==> src/design/mdil_pkg.sv <==
// ============================================================================
// mdil_pkg: shared types and constants for the 3D mask dilation block
// Command codes, register indexes and the control structures that pass
// between the sequencer, the row unit and the per-bit lanes.
// ============================================================================
package mdil_pkg;

    localparam int KIND_W     = 2;
    localparam int INDEX_W    = 12;
    localparam int BITS_W     = 64;
    localparam int CFG_IDX_W  = 2;
    localparam int CFG_DATA_W = 8;
    localparam int SIZE_W     = 7;
    localparam int PASS_W     = 8;
    // Row counter holds up to 64 * 64 rows plus one look-ahead issue.
    localparam int ROW_CNT_W  = 13;
    // Coordinates along y and z stay below 64.
    localparam int COORD_W    = 6;
    localparam int DLY_DEPTH  = 64;

    typedef enum logic [KIND_W-1:0] {
        KIND_WRITE = 2'd0,
        KIND_RUN   = 2'd1,
        KIND_READ  = 2'd2
    } t_kind;

    typedef enum logic [CFG_IDX_W-1:0] {
        CFG_X_COUNT    = 2'd0,
        CFG_Y_COUNT    = 2'd1,
        CFG_Z_COUNT    = 2'd2,
        CFG_PASS_COUNT = 2'd3
    } t_cfg_idx;

    // Which face neighbors along y and z lie inside the volume.
    typedef struct packed {
        logic ym;
        logic yp;
        logic zm;
        logic zp;
    } t_nbr_en;

    // One row on its way through the compute stage.
    typedef struct packed {
        logic                 valid;
        logic [ROW_CNT_W-1:0] row;
        logic [COORD_W-1:0]   y;
        t_nbr_en              en;
        logic                 ny_one;
    } t_stage;

    // A finished row headed for the destination bank.
    typedef struct packed {
        logic                 valid;
        logic [ROW_CNT_W-1:0] row;
    } t_wr;

endpackage

==> src/design/mdil_lane.sv <==
// ============================================================================
// mdil_lane: one x-sample of the dilation
// Combines a sample with its six face neighbors and applies the row mask.
// ============================================================================
module mdil_lane (
    input  logic             i_mid,
    input  logic             i_left,
    input  logic             i_right,
    input  logic             i_ym,
    input  logic             i_yp,
    input  logic             i_zm,
    input  logic             i_zp,
    input  mdil_pkg::t_nbr_en i_en,
    input  logic             i_mask,
    output logic            o_bit
);

    import mdil_pkg::*;

    logic w_any;

    always_comb begin
        w_any = i_mid | i_left | i_right
              | (i_en.ym & i_ym) | (i_en.yp & i_yp)
              | (i_en.zm & i_zm) | (i_en.zp & i_zp);
        o_bit = w_any & i_mask;
    end

endmodule

==> src/design/mdil_row_unit.sv <==
// ============================================================================
// mdil_row_unit: row window, lanes and merge register
// Keeps the previous two rows and a one-plane delay line so that every row
// sees all six neighbors, runs one lane per x-sample and registers the row.
// ============================================================================
module mdil_row_unit #(
    parameter int ROW_WIDTH = 64
) (
    input  logic                              i_clk,
    input  logic                              i_rst_n,
    input  logic                              i_issue,
    input  logic [mdil_pkg::COORD_W-1:0]      i_dly_raddr,
    input  mdil_pkg::t_stage                  i_stage,
    input  logic [ROW_WIDTH-1:0]              i_q_near,
    input  logic [ROW_WIDTH-1:0]              i_q_far,
    input  logic [ROW_WIDTH-1:0]              i_mask,
    output mdil_pkg::t_wr                     o_wr,
    output logic [ROW_WIDTH-1:0]              o_wr_data
);

    import mdil_pkg::*;

    logic [ROW_WIDTH-1:0] r_c1;
    logic [ROW_WIDTH-1:0] r_c2;
    logic [ROW_WIDTH-1:0] r_dly_q;
    logic [ROW_WIDTH-1:0] r_dly_mem [DLY_DEPTH];
    logic [ROW_WIDTH-1:0] w_zm;
    logic [ROW_WIDTH-1:0] w_lane;
    logic                 r_wr_valid;
    logic [ROW_CNT_W-1:0] r_wr_row;
    logic [ROW_WIDTH-1:0] r_wr_data;

    // On each issue the window shifts: r_c1 becomes the center row and
    // r_c2 the row before it, while i_q_near carries the row after it.
    always_ff @(posedge i_clk) begin
        if (i_issue) begin
            r_c1    <= i_q_near;
            r_c2    <= r_c1;
            r_dly_q <= r_dly_mem[i_dly_raddr];
        end
        if (i_stage.valid) begin
            r_dly_mem[i_stage.y] <= r_c1;
        end
    end

    // With one row per plane the delay line would collide with itself; the
    // row one plane back is then simply the previous row.
    assign w_zm = i_stage.ny_one ? r_c2 : r_dly_q;

    for (genvar g = 0; g < ROW_WIDTH; g++) begin : g_lane
        logic w_left;
        logic w_right;
        if (g > 0) begin : g_l
            assign w_left = r_c1[g-1];
        end else begin : g_l0
            assign w_left = 1'b0;
        end
        if (g < ROW_WIDTH - 1) begin : g_r
            assign w_right = r_c1[g+1];
        end else begin : g_r0
            assign w_right = 1'b0;
        end
        mdil_lane u_lane (
            .i_mid   (r_c1[g]),
            .i_left  (w_left),
            .i_right (w_right),
            .i_ym    (r_c2[g]),
            .i_yp    (i_q_near[g]),
            .i_zm    (w_zm[g]),
            .i_zp    (i_q_far[g]),
            .i_en    (i_stage.en),
            .i_mask  (i_mask[g]),
            .o_bit   (w_lane[g])
        );
    end

    always_ff @(posedge i_clk) begin
        if (!i_rst_n) begin
            r_wr_valid <= 1'b0;
        end else begin
            r_wr_valid <= i_stage.valid;
        end
        r_wr_row  <= i_stage.row;
        r_wr_data <= w_lane;
    end

    assign o_wr.valid = r_wr_valid;
    assign o_wr.row   = r_wr_row;
    assign o_wr_data  = r_wr_data;

endmodule

==> config.mk <==
export PLATFORM = sky130hd
export DESIGN_NAME = mdil_row_unit
export DESIGN_NICKNAME = d
export VERILOG_FILES = /design/src/design/mdil_pkg.sv /design/src/design/mdil_lane.sv /design/src/design/mdil_row_unit.sv
export SDC_FILE = /design/constraint.sdc
export NUM_CORES = 2
export LEC_CHECK = 0
export ABC_CLOCK_PERIOD_IN_PS = 19850
export BUFFER_PORTS_ARGS = -buffer_cell sky130_fd_sc_hd__buf_4
export CAP_MARGIN = 15
export CELL_PAD_IN_SITES_DETAIL_PLACEMENT = 1
export CELL_PAD_IN_SITES_GLOBAL_PLACEMENT = 1
export CORE_ASPECT_RATIO = 1.5
export CORE_MARGIN = 1.5
export CORE_UTILIZATION = 55
export CTS_CLUSTER_SIZE = 10
export DETAILED_ROUTE_END_ITERATION = 6
export PLACE_DENSITY = 0.8
export REMOVE_ABC_BUFFERS = 1
export SYNTH_ARGS = -nofsm -noshare
export SYNTH_HDL_FRONTEND = slang
export SYNTH_SLANG_ARGS = --single-unit
==> constraint.sdc <==
create_clock -name i_clk -period 19.85 [get_ports i_clk]
set_input_delay 3.97 -clock i_clk [delete_from_list [all_inputs] [get_ports i_clk]]
set_output_delay 3.97 -clock i_clk [all_outputs]
set_load 0.05 [all_outputs]
Word-level counts from Yosys, hierarchy flattened. Memories as Yosys holds them, arrays and structs flattened. A register that Yosys moved wholly into a read port is not among the register bits. Cells that the tools add are included. W data, S select, Z words.

Word-level logic and storage cells: 710. Memories: 1. Output and inout bits: 78. Memory bits (writable): 4096. Flip-flop bits (word level): 206.

Bitwise operators: 701. Multiplexer cells: 3.

Memory list: r_dly_mem (depth 64, bits a word 64, rd ports 1, clocked after Yosys merged registers in 1, wr ports 1, line mdil_row_unit.sv:26) `logic [ROW_WIDTH-1:0] r_dly_mem [DLY_DEPTH];`.

Operator list (number): $or A1 B1 Y1 (381); $and A1 B1 Y1 (320); $mux W64 (1); $mux W1 (2).

Logic depth before layout (Yosys ltp).
Depth in word-level cells: 7. Depth in mapped cells: 10.

Modules after synthesis. From an unflattened synthesis, not the netlist that was laid out.

Cell total of the unflattened synthesis: 7105. Area total of the unflattened synthesis: 164910.7 sq um.

Modules (own cells, without submodules): mdil_row_unit (cells an instance 6785, area each 162668.5 sq um, times used 1, sequential area each 130325.0 sq um); mdil_lane (cells an instance 5, area each 35.0 sq um, times used 64, sequential area each 0.0 sq um).

Least setup slack after synthesis. No wires, ideal clock.

Kind: input to register. From: input i_stage[8] in the netlist's numbering. To: memory r_dly_mem[48][0] (enable). Path slack: 10470 ps. Stages: 4. Path buffers: 1. Data arrival time: 8816 ps. Cells stage by stage: clkbuf_1 -> nor2b_1 -> nand4b_1 -> nor3_1.

RTL lines: start: declaration (line mdil_row_unit.sv:13) `input mdil_pkg::t_stage i_stage,`; end: declaration (line mdil_row_unit.sv:26).

Straight into the memory's write port.

==> reports/summary.md <==
After detailed routing, the wire length on met1 is 170800 um. The flow ran to the end, but the final reports show violations. The run gives 55.18% as the starting utilization of the core area. For this block, the routed nets add up to 556200 um of wire.

STA puts the critical path data arrival time at 9.39 ns. Summing the areas of all xor and xnor instances in the mapped netlist gives 0% of the synthesized area. In this run the horizontal extent of the chip is 450.1 um.

Path class of the lowest-slack min-delay path: flip-flop to flip-flop. The synthesized flop and latch total was 4366; the core area was 0.2989 sq mm. The worst setup path is captured at a flip-flop. The first routing iteration left 15722 violations.

In the routed design, unresolved DRC markers number 6. The clock latency reported for the late side of the worst-skew pair was 1.00 ns. Number of vias per cell after detailed routing: 7.497. Global routing used 36.53% of the available tracks.

The logs give 0 for the post-CTS repair timing setup buffer count and 0 for the count of yosys warnings during synthesis. The total power per unit cell area is 104.3 mW/mm^2. The tools report the sort of element at the start of the critical path as an input pin. In the post-synthesis netlist, the cell with the most instances is sky130_fd_sc_hd__edfxtp_1. The post-route cell area was 0.1862 sq mm; the number of distinct standard cells referenced by the synthesized netlist was 47.

Summed over all instances, the cell type with the most area after synthesis is sky130_fd_sc_hd__edfxtp_1. For the number of nets in the layout, the log shows 8079. For this run the aggregate overflow at the end of global routing stands at 0. The run gives 4 as the buffer levels on the longest clock path. For the final clock skew, the log shows 0.06283 ns. By area the synthesized netlist is led by sky130_fd_sc_hd__edfxtp_1, sky130_fd_sc_hd__mux4_2, sky130_fd_sc_hd__o22ai_1, sky130_fd_sc_hd__mux2i_1, sky130_fd_sc_hd__dfxtp_1.

The relative area change from synthesis to final layout is 12.90%. For this run, the detailed router's first-pass iteration total came to 7. After synthesis, the largest family of logic cells by area is multiplexers. The tools report the headroom to the max-slew limit as 10.33%. The total I/O pin count is 304. In the final routed layout, each cell accounts on average for 46.10 um. Post-synthesis sequential area ratio: 79.02%.

The logs give 0.08365 mV for the maximum ir drop on the vdd rail and 0 for the number of endpoints with negative hold slack in the final report. Top flip-flop cell by instance count after synthesis: sky130_fd_sc_hd__edfxtp_1. The quantity of I/O buffers inserted on ports was 303.

The area fraction of the dominant cell type after synthesis works out to 78.07%. For the number of antenna violations at the first check in global routing, the log shows 34. The proportion of synthesized area in mux cells is 15.45%, and the count of endpoints failing setup in the final report is 0.

The required time of the critical path was 20.67 ns. Across all register-to-register paths, the minimum setup slack is 17.40 ns. Each instance of the synthesized netlist takes up on average 23.01 sq um. The post-route minimum period is 8.570 ns, and the sum of met2 wire segment lengths after detailed routing is 266700 um. For this design, the CTS-stage hold fixing added 0 buffers.

The highest metal layer carrying signal wires in the routed design is met5. TritonCTS built the clock tree. The largest fanout of any net on the critical path was 72. Of the available clock period, the critical path in the final layout requires 43.17%.

The number of max-cap violations was 0; the share of synthesized flip-flops with an asynchronous set or reset was 0%. Synthesized-area fraction occupied by and/or/nand/nor cells: 1.196%. The first global-routing pass estimated 757700 um of wire.

Setup repair after global routing left no endpoint under its margin. The total number of clock tree sinks was 4366. The floorplan has 246 rows. Entering global routing, the biggest net connects 115 pins. The number of buffers added by the clock tree synthesis step is 481. Detailed routing inserted a total of 90440 vias. The final reports fail on design-rule violations. The placed instances occupy a cell area of 0.1729 sq mm.

The clock edge transition at the registers on the reported setup and hold paths works out to 0.06 ns. In the final layout, the share of cells above drive strength 1 is 28.22%. After technology mapping, the gate count stands at 7168. At the end of routability-driven placement, the weighted congestion stood at 0.8097.

Actual transition at the worst max-transition pin: 1.342 ns. Once detailed placement completed, the half-perimeter wirelength came to 281000 um. The cell sitting at the root of the clock tree is a sky130_fd_sc_hd__clkbuf_16. The compound-gate portion of the synthesized area is 2.830%.

After synthesis the cells add up to 0.1649 sq mm. Deepest level of the CTS H-tree: 5. The number of max-slew violations in the final report is 0, and the final antenna-violating net count is 0.

Static timing analysis puts the maximum clock frequency at 116.7 MHz. The vertical die dimension was 673.7 um; the number of gates given a new drive strength after cts was 0. The number of global-route vias before repair is 92528. The number of flops mapped to enable cells by yosys is 4288. The critical path is of the input pin to flip-flop type. The tools report the overall die area as 0.3032 sq mm. Summed over all failing endpoints, the final setup total negative slack is 0 ns.

Summing the areas of all fa, ha and maj instances in the mapped netlist gives 0% of the synthesized area. After synthesis, the most frequently instantiated cells are sky130_fd_sc_hd__edfxtp_1, sky130_fd_sc_hd__mux4_2, sky130_fd_sc_hd__o22ai_1. Summed over all cells, the static leakage comes to 0.05869 uW.

In the detailed route, the total length drawn on met3 is 75240 um.
[layout make-up]
class                   count  area (sq um)
flip-flops and latches   4366        130300
repair buffers            607          4732
inverters                  62         232.7
fillers                 23795        112700
well taps                3968          4965
clock buffers             684         12910
multi-input cells        2335         32680
diodes                     20         50.05
clock inverters            22         302.8
[metal layers]
layer	vias to the layer above	global-route usage, %
li1	32099	-
met5	-	0
met4	16	23.95
met1	46520	44.77
met3	2228	8.865
met2	9577	58.38
[through the flow]
| stage | power (uW) | std cells | utilization [%] | hold slack [ns] | setup slack [ns] |
|---|---|---|---|---|---|
| after floorplan | 10970 | 6763 | - | 0.5082 | 10.62 |
| final | 19430 | 12064 | 62.30 | 0.4921 | 11.28 |
| after detailed placement | 11520 | 11335 | 57.84 | 0.4829 | 10.30 |
| after global placement | 11460 | 11329 | 57.80 | 0.4738 | 10.37 |
| after global routing | 19700 | 12049 | 62.29 | 0.5435 | 10.90 |
| after CTS | 19410 | 12041 | 62.26 | 0.4971 | 11.28 |
[final timing paths]
check	startpoint	endpoint	cells past startpoint
worst max-delay path	i_dly_raddr[1]	r_dly_q[44]	9
worst min-delay path	r_c1[48]	r_c2[48]	0
worst max register to register	r_dly_mem[32][37]	r_dly_q[37]	5
worst min register to register	r_c1[48]	r_c2[48]	0
[cells by family after synthesis]
family                 Yosys count
DFF                           4366
muxes                         1266
AOI/OAI and AO/OA              667
buffers and inverters          467
and+or+nand+nor                402
[power breakdown]
group / total [uW] / internal (uW) / switching [uW]
combinational: 1060 / 341 / 722
clock: 8070 / 4440 / 3630
sequential: 10300 / 10300 / 34.2
[placed cells by master (no fill, tap or decap), types with 9 or more instances in the layout]
| cell | count |
|---|---|
| sky130_fd_sc_hd__o21ai_0 | 24 |
| sky130_fd_sc_hd__nor2b_1 | 27 |
| sky130_fd_sc_hd__a31oi_1 | 62 |
| sky130_fd_sc_hd__diode_2 | 20 |
| sky130_fd_sc_hd__nor3_1 | 73 |
| sky130_fd_sc_hd__clkbuf_1 | 197 |
| sky130_fd_sc_hd__nand2_1 | 105 |
| sky130_fd_sc_hd__mux2_2 | 64 |
| sky130_fd_sc_hd__o22ai_1 | 324 |
| sky130_fd_sc_hd__clkbuf_16 | 486 |
| sky130_fd_sc_hd__nor2_1 | 15 |
| sky130_fd_sc_hd__a21oi_1 | 22 |
| sky130_fd_sc_hd__a222oi_1 | 60 |
| sky130_fd_sc_hd__mux2i_1 | 185 |
| sky130_fd_sc_hd__inv_6 | 9 |
| sky130_fd_sc_hd__dfxtp_1 | 78 |
| sky130_fd_sc_hd__buf_12 | 9 |
| sky130_fd_sc_hd__inv_1 | 62 |
| sky130_fd_sc_hd__nor2_4 | 62 |
| sky130_fd_sc_hd__nand4_1 | 10 |
| sky130_fd_sc_hd__o22a_1 | 53 |
| sky130_fd_sc_hd__nor4_1 | 52 |
| sky130_fd_sc_hd__edfxtp_1 | 4288 |
| sky130_fd_sc_hd__a22oi_1 | 16 |
| sky130_fd_sc_hd__mux4_2 | 1017 |
| sky130_fd_sc_hd__buf_4 | 593 |
| sky130_fd_sc_hd__nand3_1 | 14 |
| sky130_fd_sc_hd__a211oi_1 | 74 |
[worst max-delay path, stage by stage]
cell and delay (ns):
sky130_fd_sc_hd__buf_8 0.34, sky130_fd_sc_hd__buf_4 0.64, sky130_fd_sc_hd__buf_4 0.70, sky130_fd_sc_hd__buf_4 0.79, sky130_fd_sc_hd__buf_4 1.01, sky130_fd_sc_hd__mux4_2 0.40, sky130_fd_sc_hd__o22ai_1 0.10, sky130_fd_sc_hd__nor4_1 0.84
sky130_fd_sc_hd__o22a_1 0.23
[registers in the layout, indices dropped and copies added (netlist names)]
name / cells
r_c1: 64
r_dly_mem: 4096
r_dly_q: 64
r_wr_row: 13
r_c2: 64
r_wr_valid: 1
o_wr_data: 64
Note: power is estimated with default switching activity, not from simulation.
